$ cat src/rtl/afrc_pkg.sv
// Shared constants, codes and types of the audio frame reassembly checker.
// No dependencies.
package afrc_pkg;

    localparam int MAX_CHUNK_DEF = 1024;
    localparam int HDR_BYTES     = 8;
    localparam int HDR_IDX_W     = 3;
    localparam int MIN_FRAME     = HDR_BYTES + 2;

    localparam logic [7:0] MAGIC_A = 8'h4A;  // 'J'
    localparam logic [7:0] MAGIC_B = 8'h41;  // 'A'

    // request kinds
    localparam logic [1:0] REQ_BEGIN = 2'd0;
    localparam logic [1:0] REQ_STOP  = 2'd1;
    localparam logic [1:0] REQ_DATA  = 2'd2;
    localparam logic [1:0] REQ_READ  = 2'd3;

    // result status codes
    localparam int         STATUS_W   = 4;
    localparam logic [3:0] ST_IGNORED = 4'd0;
    localparam logic [3:0] ST_TAKEN   = 4'd1;
    localparam logic [3:0] ST_READY   = 4'd2;
    localparam logic [3:0] ST_BOUNDS  = 4'd3;
    localparam logic [3:0] ST_DESYNC  = 4'd4;
    localparam logic [3:0] ST_MAGIC   = 4'd5;
    localparam logic [3:0] ST_STREAM  = 4'd6;
    localparam logic [3:0] ST_SEQ     = 4'd7;
    localparam logic [3:0] ST_STARTED = 4'd8;
    localparam logic [3:0] ST_STOPPED = 4'd9;
    localparam logic [3:0] ST_READ    = 4'd10;

    // stream port layout
    localparam int IN_USER_W  = 3;   // req_type, fragment_first
    localparam int IN_DATA_W  = 88;
    localparam int SEQ_W      = 32;
    localparam int BYTE_W     = 8;
    localparam int RIDX_W     = 10;

    // result queue in the back end
    localparam int QDEPTH  = 4;
    localparam int Q_PTR_W = 2;
    localparam int Q_CNT_W = 3;

    typedef struct packed {
        logic       valid;   // item accepted this cycle
        logic [3:0] status;
        logic       rd_hit;  // read request within the payload area
    } t_res_ctl;

endpackage

$ cat src/rtl/afrc_back.sv
// Back end: stage that picks up store read data, then a short result queue
// feeding the output stream. Depends on afrc_pkg.
module afrc_back #(
    parameter int MAX_CHUNK = afrc_pkg::MAX_CHUNK_DEF
) (
    input  logic                                i_clk,
    input  logic                                i_rst_n,
    input  afrc_pkg::t_res_ctl                  i_ctl,
    input  logic [$clog2(MAX_CHUNK+1)-1:0]      i_plen,
    input  logic [afrc_pkg::SEQ_W-1:0]          i_seq,
    input  logic [afrc_pkg::BYTE_W-1:0]         i_rdata,
    output logic                                o_ready,
    output logic                                o_valid,
    input  logic                                i_pop_ready,
    output logic [afrc_pkg::STATUS_W-1:0]       o_status,
    output logic [$clog2(MAX_CHUNK+1)-1:0]      o_plen,
    output logic [afrc_pkg::SEQ_W-1:0]          o_seq,
    output logic [afrc_pkg::BYTE_W-1:0]         o_rdata
);

    localparam int PLEN_W = $clog2(MAX_CHUNK + 1);
    localparam int QD     = afrc_pkg::QDEPTH;
    localparam int PW     = afrc_pkg::Q_PTR_W;
    localparam int CW     = afrc_pkg::Q_CNT_W;

    logic                              r_s1_v;
    logic [afrc_pkg::STATUS_W-1:0]     r_s1_status;
    logic [PLEN_W-1:0]                 r_s1_plen;
    logic [afrc_pkg::SEQ_W-1:0]        r_s1_seq;
    logic                              r_s1_hit;

    logic [afrc_pkg::STATUS_W-1:0]     r_q_status [QD];
    logic [PLEN_W-1:0]                 r_q_plen   [QD];
    logic [afrc_pkg::SEQ_W-1:0]        r_q_seq    [QD];
    logic [afrc_pkg::BYTE_W-1:0]       r_q_rdata  [QD];
    logic [PW-1:0]                     r_wp, r_rp;
    logic [CW-1:0]                     r_cnt, n_cnt;
    logic                              push, pop;

    assign push    = r_s1_v;
    assign o_valid = (r_cnt != '0);
    assign pop     = o_valid && i_pop_ready;
    // room must cover the beat still in the read stage
    assign o_ready = (r_cnt + CW'(r_s1_v)) < CW'(QD);

    always_comb begin
        n_cnt = r_cnt;
        if (push && !pop) begin
            n_cnt = r_cnt + CW'(1);
        end else if (pop && !push) begin
            n_cnt = r_cnt - CW'(1);
        end
    end

    always_ff @(posedge i_clk) begin
        if (!i_rst_n) begin
            r_s1_v <= 1'b0;
            r_wp   <= '0;
            r_rp   <= '0;
            r_cnt  <= '0;
        end else begin
            r_s1_v <= i_ctl.valid;
            r_cnt  <= n_cnt;
            if (push) begin
                r_wp <= r_wp + PW'(1);
            end
            if (pop) begin
                r_rp <= r_rp + PW'(1);
            end
        end
    end

    always_ff @(posedge i_clk) begin
        if (i_ctl.valid) begin
            r_s1_status <= i_ctl.status;
            r_s1_plen   <= i_plen;
            r_s1_seq    <= i_seq;
            r_s1_hit    <= i_ctl.rd_hit;
        end
        if (push) begin
            r_q_status[r_wp] <= r_s1_status;
            r_q_plen[r_wp]   <= r_s1_plen;
            r_q_seq[r_wp]    <= r_s1_seq;
            r_q_rdata[r_wp]  <= r_s1_hit ? i_rdata : '0;
        end
    end

    assign o_status = r_q_status[r_rp];
    assign o_plen   = r_q_plen[r_rp];
    assign o_seq    = r_q_seq[r_rp];
    assign o_rdata  = r_q_rdata[r_rp];

endmodule

$ cat config.mk
export PLATFORM = sky130hd
export DESIGN_NAME = afrc_back
export DESIGN_NICKNAME = d
export VERILOG_FILES = /design/src/rtl/afrc_pkg.sv /design/src/rtl/afrc_back.sv
export SDC_FILE = /design/constraint.sdc
export NUM_CORES = 1
export LEC_CHECK = 0
export BUFFER_PORTS_ARGS = -buffer_cell sky130_fd_sc_hd__buf_2
export CORE_ASPECT_RATIO = 1.25
export CORE_MARGIN = 1
export CORE_UTILIZATION = 50
export CTS_BUF_LIST = sky130_fd_sc_hd__clkbuf_4 sky130_fd_sc_hd__clkbuf_8
export DETAILED_ROUTE_END_ITERATION = 10
export GPL_TIMING_DRIVEN = 0
export PLACE_DENSITY_LB_ADDON = 0.12
export SYNTH_ARGS = -nofsm -noshare
export SYNTH_HDL_FRONTEND = slang
export SYNTH_SLANG_ARGS = --single-unit
$ cat constraint.sdc
create_clock -name i_clk -period 3.2 [get_ports i_clk]
set_input_delay 0.64 -clock i_clk [delete_from_list [all_inputs] [get_ports i_clk]]
set_output_delay 0.64 -clock i_clk [all_outputs]
set_load 0.005 [all_outputs]
==> run metrics <==
outcome=complete, no violations; P per Cell Area=716 nW/um^2; Worst Hold Slack=0.286 ns; Placer Congestion=0.703; R2R Path Start=r_cnt[0]; drt total wl=16.9 mm; Nets=619; clk slew on worst S/H paths=0.06 ns; total track usage=17.4%; mapped cell area=10,000 sq um; Crit Path Class=flop to output port; # hold bufs at CTS=0; Hold Vio Cnt, Final=0; CTS H-tree depth=2; post-CTS sizing=0; # DRC=0; CP required=2.56 ns; number of synthesized register bits=278; clk sinks=278; grt ovf=0; final period utilization=80.0%; 1st-pass router iterations=4; RSZ-0062 raised after global routing=no; fin. max-slew vios=0; antenna violations before repair=1; CTS Buffer Depth=3; fin util=60.6%; fillcell total=1,438; Starting Density=51.2%; Setup Skew=0.0210 ns; Reg-to-Reg End=r_cnt[2]; I/O pins=117; HP Class=primary input to flop; Final ANT Viol Nets=0; Core ar.=19,500 sq um; Site Rows=57; first-pass GRT wire length=26.2 mm; layout cell share with drive strength beyond 1=43.5%; Mean Syn Cell Area=25.7 sq um; Setup crit end=o_plen[5]; crit path launch type=flop; DP Wirelength=9.58 mm; clk_lat worst skew=0.53 ns; Ys Warns=0; vias in the first global route=4,760; Max-Cap Viols=0; Layout area overhead=18.3%; Slew headroom=47.4%; largest net degree at the start of global routing=50; leakage=4.02 nW; post-route minimum period=2.56 ns; crit-path max FO=10; maximum vdd drop=0.000416 V; Distinct cells, synth=22; post-route setup TNS=0 ns; die width=129 microns; Cells on Worst Hold Path=1; DR iter-0 viols=253; Die Y=160 microns; post-synthesis sequential area ratio=82.4%; DR vias=4,360; CTS tree=yes; post-synthesis net count=455; IO buf count=116; FF-to-FF path depth=7; Setup Fix Bufs, Post-CTS=0; Cells after Synth=389; Max Freq=391 MHz; wire length per cell=19.8 microns; Final setup viols=0; Arr. time, crit path=1.92 ns; Num CTS Buffers=42; r2r setup slk=1.10 ns; via/cell ratio=5.13; Worst setup EP type=output port; Slew @ Worst Pin=0.789 ns; clk root buf=clkbuf_8; die area=20,600 sq um
cells by family after synthesis:
group | after synthesis | share of synthesized area, %
AO/OA/AOI/OAI | 4 | 0.500
XOR/XNOR | 6 | 0.525
adder cells (fa/ha/maj) | 6 | 0.825
buffers and inverters | 15 | 1.53
flip-flops | 278 | 82.4
multiplexers | 57 | 12.8
AND/OR/NAND/NOR | 23 | 1.43
layout make-up:
| class | instances | area [sq um] | area share (%) |
|---|---|---|---|
| Timing Repair Buffer | 120 | 693 | 5.86 |
| Inverter | 3 | 11.3 | 0.0952 |
| Sequential cell | 278 | 8250 | 69.7 |
| Multi-Input combinational cell | 96 | 1620 | 13.6 |
| Clock buffer | 62 | 734 | 6.21 |
| Clock inverter | 13 | 56.3 | 0.476 |
| Buffer | 12 | 141 | 1.19 |
| Antenna cell | 1 | 2.50 | 0.0211 |
| Tap cell | 265 | 332 | 2.80 |
layer usage:
metal | track usage, % | routed length, microns | vias to the layer above | share of wire [%]
li1 | - | - | 1978 | -
met1 | 22.2 | 6990 | 2244 | 41
met2 | 29.1 | 8750 | 113 | 52
met3 | 4.46 | 878 | 25 | 5.2
met4 | 5.83 | 243 | 0 | 1.4
met5 | 0 | 0 | - | 0
report_power, final:
group	total, W	internal (W)	switching, W	leakage, nW
registers	0.00429	0.00418	0.000109	2.56
clock network	0.00271	0.00147	0.00124	0.423
logic	0.00148	0.000856	0.000628	1.05
total	0.00848	0.00650	0.00198	4.02
cell usage after synthesis:
master    count  area share [%]
dfxtp_1      10             2.0
mux4_1        5             1.3
and2_1       18             1.1
xor2_1        3            0.26
edfxtp_1    268              80
mux2i_1       2            0.20
mux4_2       50              11
nand3_1       1           0.050
ha_1          5            0.63
o31ai_4       1            0.21
o311ai_2      1            0.16
o21ai_0       1           0.050
a21boi_0      1           0.075
buf_12        5             1.0
buf_6         1            0.11
clkbuf_2      1           0.050
buf_2         5            0.25
xnor2_1       3            0.26
fa_1          1            0.20
or3_1         2            0.13
inv_1         3            0.11
nor2b_1       2            0.13
how the worst min path moves through the flow:
stage | startpoint | endpoint | slack (ns)
floorplan | r_s1_plen[0] | r_q_plen[0][0] | 0.46
global placement | r_s1_seq[15] | r_q_seq[3][15] | 0.47
detailed placement | r_s1_seq[17] | r_q_seq[1][17] | 0.48
CTS | i_ctl[4] | r_s1_status[3] | 0.25
global route | i_plen[8] | r_s1_plen[8] | 0.24
finish | i_seq[0] | r_s1_seq[0] | 0.29
flip-flops by register name, indices dropped and copies added, names as in the netlist, named ones only:
| name | cells |
|---|---|
| r_q_seq | 128 |
| r_s1_seq | 32 |
| r_s1_status | 4 |
| r_q_status | 16 |
| r_rp | 2 |
| r_cnt | 3 |
| r_s1_hit | 1 |
| push | 1 |
| r_s1_plen | 11 |
| r_q_rdata | 32 |
| r_q_plen | 44 |
| r_wp | 2 |
placed cells by master, fill, tap and decap left out, types with 3 or more instances in the layout:
master    instances
clkbuf_4         19
and2_1           14
clkinv_1          9
buf_16            4
and2_4            4
xor2_1            3
dfxtp_1          10
mux4_1            5
xnor2_1           3
clkbuf_8         43
buf_12            5
clkinv_2          3
mux4_2           50
buf_2           120
inv_1             3
edfxtp_1        268
ha_1              5
critical path, cell delays in order, from the launching register on:
cell      delay (ns)
dfxtp_1         0.30
clkbuf_2        0.25
buf_2           0.35
mux4_2          0.36
buf_2           0.14
per-stage QoR:
step                      power [W]  area (sq um)  worst slack (ns)  std cells
after floorplan             0.00534         10000             0.937        389
after global placement      0.00585         10900            -0.209        770
after detailed placement    0.00589         11000             0.948        774
after CTS                   0.00861         11800             0.560        849
after global routing        0.00888         11800             0.514        849
final                       0.00848         11800             0.639        850
(Power assumes the default switching activity.)
