File: config.mk
export PLATFORM = sky130hd
export DESIGN_NAME = afrc_front
export DESIGN_NICKNAME = d
export VERILOG_FILES = /design/src/rtl/afrc_pkg.sv /design/src/rtl/afrc_front.sv
export SDC_FILE = /design/constraint.sdc
export NUM_CORES = 1
export LEC_CHECK = 0
export BUFFER_PORTS_ARGS = -buffer_cell sky130_fd_sc_hd__buf_4
export CAP_MARGIN = 20
export CORE_MARGIN = 5
export CORE_UTILIZATION = 40
export CTS_CLUSTER_SIZE = 14
export DETAILED_ROUTE_END_ITERATION = 10
export GPL_ROUTABILITY_DRIVEN = 0
export SYNTH_ARGS = -nofsm -noshare
export SYNTH_HDL_FRONTEND = slang
export SYNTH_SLANG_ARGS = --single-unit
File: constraint.sdc
create_clock -name i_clk -period 9.2 [get_ports i_clk]
set_input_delay 0.46 -clock i_clk [delete_from_list [all_inputs] [get_ports i_clk]]
set_output_delay 0.46 -clock i_clk [all_outputs]
set_load 0.05 [all_outputs]
File: src/rtl/afrc_pkg.sv
// Shared constants, codes and types of the audio frame reassembly checker.
// No dependencies.
package afrc_pkg;

    localparam int MAX_CHUNK_DEF = 1024;
    localparam int HDR_BYTES     = 8;
    localparam int HDR_IDX_W     = 3;
    localparam int MIN_FRAME     = HDR_BYTES + 2;

    localparam logic [7:0] MAGIC_A = 8'h4A;  // 'J'
    localparam logic [7:0] MAGIC_B = 8'h41;  // 'A'

    // request kinds
    localparam logic [1:0] REQ_BEGIN = 2'd0;
    localparam logic [1:0] REQ_STOP  = 2'd1;
    localparam logic [1:0] REQ_DATA  = 2'd2;
    localparam logic [1:0] REQ_READ  = 2'd3;

    // result status codes
    localparam int         STATUS_W   = 4;
    localparam logic [3:0] ST_IGNORED = 4'd0;
    localparam logic [3:0] ST_TAKEN   = 4'd1;
    localparam logic [3:0] ST_READY   = 4'd2;
    localparam logic [3:0] ST_BOUNDS  = 4'd3;
    localparam logic [3:0] ST_DESYNC  = 4'd4;
    localparam logic [3:0] ST_MAGIC   = 4'd5;
    localparam logic [3:0] ST_STREAM  = 4'd6;
    localparam logic [3:0] ST_SEQ     = 4'd7;
    localparam logic [3:0] ST_STARTED = 4'd8;
    localparam logic [3:0] ST_STOPPED = 4'd9;
    localparam logic [3:0] ST_READ    = 4'd10;

    // stream port layout
    localparam int IN_USER_W  = 3;   // req_type, fragment_first
    localparam int IN_DATA_W  = 88;
    localparam int SEQ_W      = 32;
    localparam int BYTE_W     = 8;
    localparam int RIDX_W     = 10;

    // result queue in the back end
    localparam int QDEPTH  = 4;
    localparam int Q_PTR_W = 2;
    localparam int Q_CNT_W = 3;

    typedef struct packed {
        logic       valid;   // item accepted this cycle
        logic [3:0] status;
        logic       rd_hit;  // read request within the payload area
    } t_res_ctl;

endpackage

File: src/rtl/afrc_front.sv
// Front end: classifies each accepted request, updates stream/fill state,
// drives the frame store ports. Depends on afrc_pkg.
module afrc_front #(
    parameter int MAX_CHUNK = afrc_pkg::MAX_CHUNK_DEF
) (
    input  logic                                       i_clk,
    input  logic                                       i_rst_n,
    input  logic                                       i_acc,
    input  logic [1:0]                                 i_req_type,
    input  logic                                       i_fragment_first,
    input  logic [15:0]                                i_begin_stream_id,
    input  logic                                       i_playback_active,
    input  logic [15:0]                                i_fragment_offset,
    input  logic [15:0]                                i_fragment_length,
    input  logic [15:0]                                i_message_length,
    input  logic [7:0]                                 i_data_value,
    input  logic [afrc_pkg::RIDX_W-1:0]                i_read_index,
    output afrc_pkg::t_res_ctl                         o_ctl,
    output logic [$clog2(MAX_CHUNK+1)-1:0]             o_plen,
    output logic [afrc_pkg::SEQ_W-1:0]                 o_seq,
    output logic                                       o_we,
    output logic [$clog2(afrc_pkg::HDR_BYTES+MAX_CHUNK)-1:0] o_waddr,
    output logic [7:0]                                 o_wdata,
    output logic                                       o_re,
    output logic [$clog2(afrc_pkg::HDR_BYTES+MAX_CHUNK)-1:0] o_raddr
);

    localparam int STORE  = afrc_pkg::HDR_BYTES + MAX_CHUNK;
    localparam int FILL_W = $clog2(STORE + 1);
    localparam int ADDR_W = $clog2(STORE);
    localparam int PLEN_W = $clog2(MAX_CHUNK + 1);
    localparam int HDR    = afrc_pkg::HDR_BYTES;

    logic [FILL_W-1:0] r_fill, n_fill;
    logic [15:0]       r_frem, n_frem;
    logic [15:0]       r_active, n_active;
    logic [31:0]       r_nseq, n_nseq;
    logic [7:0]        r_hdr [HDR];
    logic [7:0]        n_hdr [HDR];

    logic [FILL_W-1:0] fill_eff, fill_nx;
    logic [15:0]       frem_eff, frem_nx;
    logic [16:0]       frag_end;
    logic [10:0]       rd_off;
    logic              take, abort_en;
    logic [3:0]        abort_code, status;
    logic [15:0]       hdr_sid;
    logic [31:0]       hdr_seq;

    always_comb begin
        n_fill     = r_fill;
        n_frem     = r_frem;
        n_active   = r_active;
        n_nseq     = r_nseq;
        n_hdr      = r_hdr;
        status     = afrc_pkg::ST_IGNORED;
        o_plen     = '0;
        o_seq      = '0;
        o_ctl      = '0;
        o_we       = 1'b0;
        o_re       = 1'b0;
        o_wdata    = i_data_value;
        take       = 1'b0;
        abort_en   = 1'b0;
        abort_code = afrc_pkg::ST_BOUNDS;
        fill_eff   = r_fill;
        frem_eff   = r_frem;
        fill_nx    = r_fill;
        frem_nx    = r_frem;
        frag_end   = '0;
        hdr_sid    = '0;
        hdr_seq    = '0;
        rd_off     = {1'b0, i_read_index} + 11'(HDR);
        o_raddr    = ADDR_W'(rd_off);

        case (i_req_type)
            afrc_pkg::REQ_BEGIN: begin
                if (i_begin_stream_id != 16'd0) begin
                    n_active = i_begin_stream_id;
                    n_nseq   = '0;
                    n_fill   = '0;
                    n_frem   = '0;
                    status   = afrc_pkg::ST_STARTED;
                end
            end
            afrc_pkg::REQ_STOP: begin
                n_active = '0;
                n_frem   = '0;
                status   = afrc_pkg::ST_STOPPED;
            end
            afrc_pkg::REQ_READ: begin
                status       = afrc_pkg::ST_READ;
                o_ctl.rd_hit = (int'(i_read_index) < MAX_CHUNK);
                o_re         = o_ctl.rd_hit;
            end
            default: begin
                if (i_fragment_first) begin
                    if (!i_playback_active || r_active == 16'd0) begin
                        n_frem = '0;
                    end else if (i_message_length < 16'(afrc_pkg::MIN_FRAME) ||
                                 i_message_length > 16'(STORE)) begin
                        abort_en = 1'b1;
                    end else begin
                        if (i_fragment_offset == 16'd0) begin
                            fill_eff = '0;
                        end
                        n_fill   = fill_eff;
                        frag_end = 17'(fill_eff) + 17'(i_fragment_length);
                        if (i_fragment_offset != 16'(fill_eff)) begin
                            abort_en   = 1'b1;
                            abort_code = afrc_pkg::ST_DESYNC;
                        end else if (frag_end > 17'(STORE)) begin
                            abort_en = 1'b1;
                        end else if (i_fragment_length != 16'd0) begin
                            frem_eff = i_fragment_length;
                            take     = 1'b1;
                        end
                    end
                end else if (r_frem != 16'd0) begin
                    take = 1'b1;
                end

                if (take) begin
                    if (fill_eff < FILL_W'(STORE)) begin
                        o_we    = 1'b1;
                        fill_nx = fill_eff + FILL_W'(1);
                        frem_nx = frem_eff - 16'd1;
                        n_fill  = fill_nx;
                        n_frem  = frem_nx;
                        status  = afrc_pkg::ST_TAKEN;
                        if (fill_eff < FILL_W'(HDR)) begin
                            n_hdr[fill_eff[afrc_pkg::HDR_IDX_W-1:0]] = i_data_value;
                        end
                        hdr_sid = {n_hdr[3], n_hdr[2]};
                        hdr_seq = {n_hdr[7], n_hdr[6], n_hdr[5], n_hdr[4]};
                        // fragment closes the frame: run the header checks
                        if (frem_nx == 16'd0 && 16'(fill_nx) >= i_message_length) begin
                            n_fill = '0;
                            if (n_hdr[0] != afrc_pkg::MAGIC_A ||
                                n_hdr[1] != afrc_pkg::MAGIC_B) begin
                                abort_en   = 1'b1;
                                abort_code = afrc_pkg::ST_MAGIC;
                            end else if (hdr_sid != r_active) begin
                                abort_en   = 1'b1;
                                abort_code = afrc_pkg::ST_STREAM;
                            end else if (hdr_seq != r_nseq) begin
                                abort_en   = 1'b1;
                                abort_code = afrc_pkg::ST_SEQ;
                            end else begin
                                n_nseq = r_nseq + 32'd1;
                                status = afrc_pkg::ST_READY;
                                o_plen = PLEN_W'(fill_nx - FILL_W'(HDR));
                                o_seq  = hdr_seq;
                            end
                        end
                    end else begin
                        abort_en = 1'b1;
                    end
                end

                if (abort_en) begin
                    n_active = '0;
                    n_fill   = '0;
                    n_frem   = '0;
                    status   = abort_code;
                end
            end
        endcase

        o_waddr      = ADDR_W'(fill_eff);
        o_ctl.valid  = i_acc;
        o_ctl.status = status;
        if (!i_acc) begin
            o_we = 1'b0;
            o_re = 1'b0;
        end
    end

    always_ff @(posedge i_clk) begin
        if (!i_rst_n) begin
            r_fill   <= '0;
            r_frem   <= '0;
            r_active <= '0;
            r_nseq   <= '0;
        end else if (i_acc) begin
            r_fill   <= n_fill;
            r_frem   <= n_frem;
            r_active <= n_active;
            r_nseq   <= n_nseq;
        end
    end

    // header shadow copy; payload data, no reset
    always_ff @(posedge i_clk) begin
        if (i_acc) begin
            r_hdr <= n_hdr;
        end
    end

endmodule

==> metrics.md <==
| Metric | Value |
|---|---|
| CTS tree | yes |
| Slew @ Worst Pin | 1.07 ns |
| DP Area | 12200 sq um |
| Post-place setup slack | roughly 0.51 ns |
| Share of cells above drive strength 1 | 0.196 |
| Reg2Reg Depth | 19 |
| Initial antenna violation count | 0 |
| Synth warn | 0 |
| Clock Path Buffers | 2 |
| Power per standard cell area | 119 nW/um^2 |
| IO Port Bufs | about 160 |
| VDD IR max | ~0.083 mV |
| Top cell by count, worst path | buf_4 |
| Post-route cell area | 12800 sq um |
| Root Driver | clkbuf_16 |
| Num CTS Buffers | 17 |
| FF-to-FF Start | r_fill[2]$_SDFFE_PN0P_ |
| Slowest-stage cell, CP | a2111oi_4 |
| Post-Route Skew | 0.0122 ns |
| Synth Flop Type | dfxtp_1 |
| Fmax | 119 MHz |
| Number of nets in the finished design | 1533 |
| Worst hold stages | 2 |
| Netlist cell types | between 80 and 90 |
| Max_slew headroom | 0.289 |
| Minimum clock period | 8.41 ns |
| CP top delay family | simple AND/OR/NAND/NOR gates |
| Post-synthesis cell count | 1296 |
| WP data required | 8.74 ns |
| Endpoint, Worst Hold | r_active[11]$_SDFFE_PN0P_ |
| Clock latency on the worst-skew pair | approximately 0.43 ns |
| Synth top area cells | edfxtp_1, dfxtp_1, mux2i_1, nor2_1, nand2_1 |
| H-tree Lvls | 4 |
| Syn_area_per_cell | 8.35 sq um |
| Post-synth EDFFs | 64 |
| Initial DRC count | between 1000 and 1500 |
| Max-cap viol count | 0 |
| Pins Over Slew Limit | 0 |
| Synthesized flop and latch total | 139 |
| Number of global-route vias before repair | about 10000 |
| Initial Utilization | 0.404 |
| DR pass1 iterations | 7 |
| Core footprint | 26800 sq um |
| Post-synthesis sequential area ratio | 0.316 |
| RSZ-0062 raised after global routing | no |
| DR WL/cell | 20.7 um |
| CTS clk-pin slew, worst paths | 0.06 ns |
| Hold_buf cts | 0 |
| Non-filler cells, final | between 1500 and 2000 |
| Final setup fails | 0 |
| IO Pins | 170 |
| Fin crit share | 0.914 |
| Fill cells | 2648 |
| First-pass GRT wire length | 56.6 mm |
| DRT antenna net count | 0 |
| Via count | 10400 |
| Status | finished, final reports clean |
| GRT Overall Usage | 0.232 |
| Hpwl dp | 27.6 mm |
| CP Launch Type | input pin |
| Routed wire length | 36.6 mm |
| Top post-synthesis cells by count | nor2_1, nand2_1, inv_1 |
| Hold path startpoint | i_begin_stream_id[11] |
| Rows | 60 |
| Placed cells | approximately 1700 |
| Number of buffers added for setup after CTS | 0 |
| Diodes inserted | 0 |
| Post-synth ARST share | 0 |
| Final hold violations | 0 |
| CP max stage delay | 0.59 ns |
| Count leader, synth | nor2_1 |
| Leak | approximately 5.3 nW |
| Residual DRC | 0 |
| Area share of the largest cell type after synthesis | 0.178 |
| FF-to-FF setup slack | 2.06 ns |
| Min-Delay Path Class | input pin to flip-flop |
| Die H | 174 um |
| Largest area contributor in the netlist | edfxtp_1 |
| Crit end category | output pin |
| Total global routing overflow | 0 |
| Syn Nets | approximately 1400 |
| Area Growth Syn to Fin | 18.5% |
| Worst EP arrival | a little under 8 ns |
| Die area | 30400 sq um |
| Critical path class | input pin to output pin |
| R2R Path End | r_nseq[28]$_SDFFE_PN0P_ |
| Final worst slack | 0.787 ns |
| CTS Sinks | 139 |
| Reg area | 3420 sq um |
| Largest net degree at the start of global routing | 66 |
| Synthesized cell area | 10800 sq um |
| CP bufs+invs | 4 |
| Vias/cell | 5.91 |
| Final setup TNS | 0 ns |
| Footprint of the multi-input gates | just under 7000 sq um |
| Crit Path Max Fanout | 28 |
| Die W | 174 um |
-- area by class of cell --
class	count	share of cell area
clock buffers	18	0.0335
clock inverters	14	0.0124
inverters	79	0.0231
multi-input cells	998	0.525
flip-flops and latches	139	0.267
well taps	341	0.0333
repair buffers	180	0.105
-- worst max path at each step --
stage,startpoint,end,slack [ns],cells after the start
final,i_fragment_offset[14],o_seq[15],0.79,25
after detailed placement,i_fragment_offset[14],o_seq[15],0.51,25
after global placement,i_fragment_offset[3],o_seq[15],0.83,25
after global routing,i_fragment_offset[14],o_ctl[2],0.19,24
after floorplan,i_fragment_offset[14],r_fill[4]$_SDFFE_PN0P_,0.43,20
after CTS,i_fragment_offset[14],o_seq[15],0.50,25
-- layer usage --
metal | share of wire | global-route usage | vias up
li1 | - | - | 4988
met5 | 0 | 0 | -
met3 | 0.060 | 0.0407 | 78
met4 | 0.031 | 0.0818 | 0
met1 | 0.44 | 0.309 | 4982
met2 | 0.47 | 0.379 | 400
-- worst register-to-register path: stages (launching register included) --
cell and delay (ns):
dfxtp_1 0.74, clkinv_1 0.60, nor2_1 0.23, ha_1 0.29
a211oi_1 0.29, o31ai_1 0.18, o21a_1 0.20, or3_1 0.36
a221o_1 0.45, a2111oi_4 0.59, mux2i_1 0.37, ha_1 0.33
inv_1 0.14, a211oi_2 0.33, nand2b_1 0.16, mux2i_1 0.23
nand4_1 0.29, o41a_1 0.68, or3_1 0.47, a21oi_1 0.14
-- cell usage in the layout, fill, tap and decap left out, types with 32 or more instances in the layout --
cell / Yosys / final
buf_4: 12 / 180
mux2_2: 32 / 32
and3_1: 32 / 32
o21ai_0: 60 / 60
nor2_1: 116 / 115
dfxtp_1: 75 / 75
nand3_1: 54 / 54
a21oi_1: 48 / 48
inv_1: 77 / 77
xor2_1: 35 / 35
mux2i_1: 44 / 44
nand2_1: 109 / 108
edfxtp_1: 64 / 64
nand2b_1: 32 / 32
-- repair_timing --
action | CTS | global route
resized for setup | 0 | 1
setup endpoints to repair | 0 | 28
hold endpoints to repair | 0 | 0
-- power breakdown --
group	switching, mW	internal (mW)	total (mW)
Sequential	0.00437	0.644	0.648
Clock	0.297	0.406	0.703
Combinational	0.109	0.0647	0.173
-- kinds of logic (layout without fill, tap and decap cells) --
logic type | after synthesis | count (layout) | share of synthesized area
AO/OA/AOI/OAI | 289 | 289 | 0.198
XOR/XNOR | 65 | 65 | 0.0526
multiplexers | 76 | 76 | 0.0740
adder cells (fa/ha/maj) | 29 | 29 | 0.0342
flip-flops | 139 | 139 | 0.316
AND/OR/NAND/NOR | 539 | 539 | 0.262
buffers and inverters | 159 | 291 | 0.0627
-- through the flow --
stage	hold WS (ns)	total power [mW]	utilization
final	0.264	1.52	0.478
after global routing	0.252	1.57	0.478
after CTS	0.251	1.53	0.478
after detailed placement	0.469	0.833	0.456
after global placement	0.462	0.832	0.456
after floorplan	0.450	0.763	-
-- sequential cells by signal, indices dropped and copies added (netlist names) --
name	cells
r_active	16
r_fill	11
r_frem	16
r_hdr	64
r_nseq	32
Note: power is estimated with default switching activity, not from simulation.
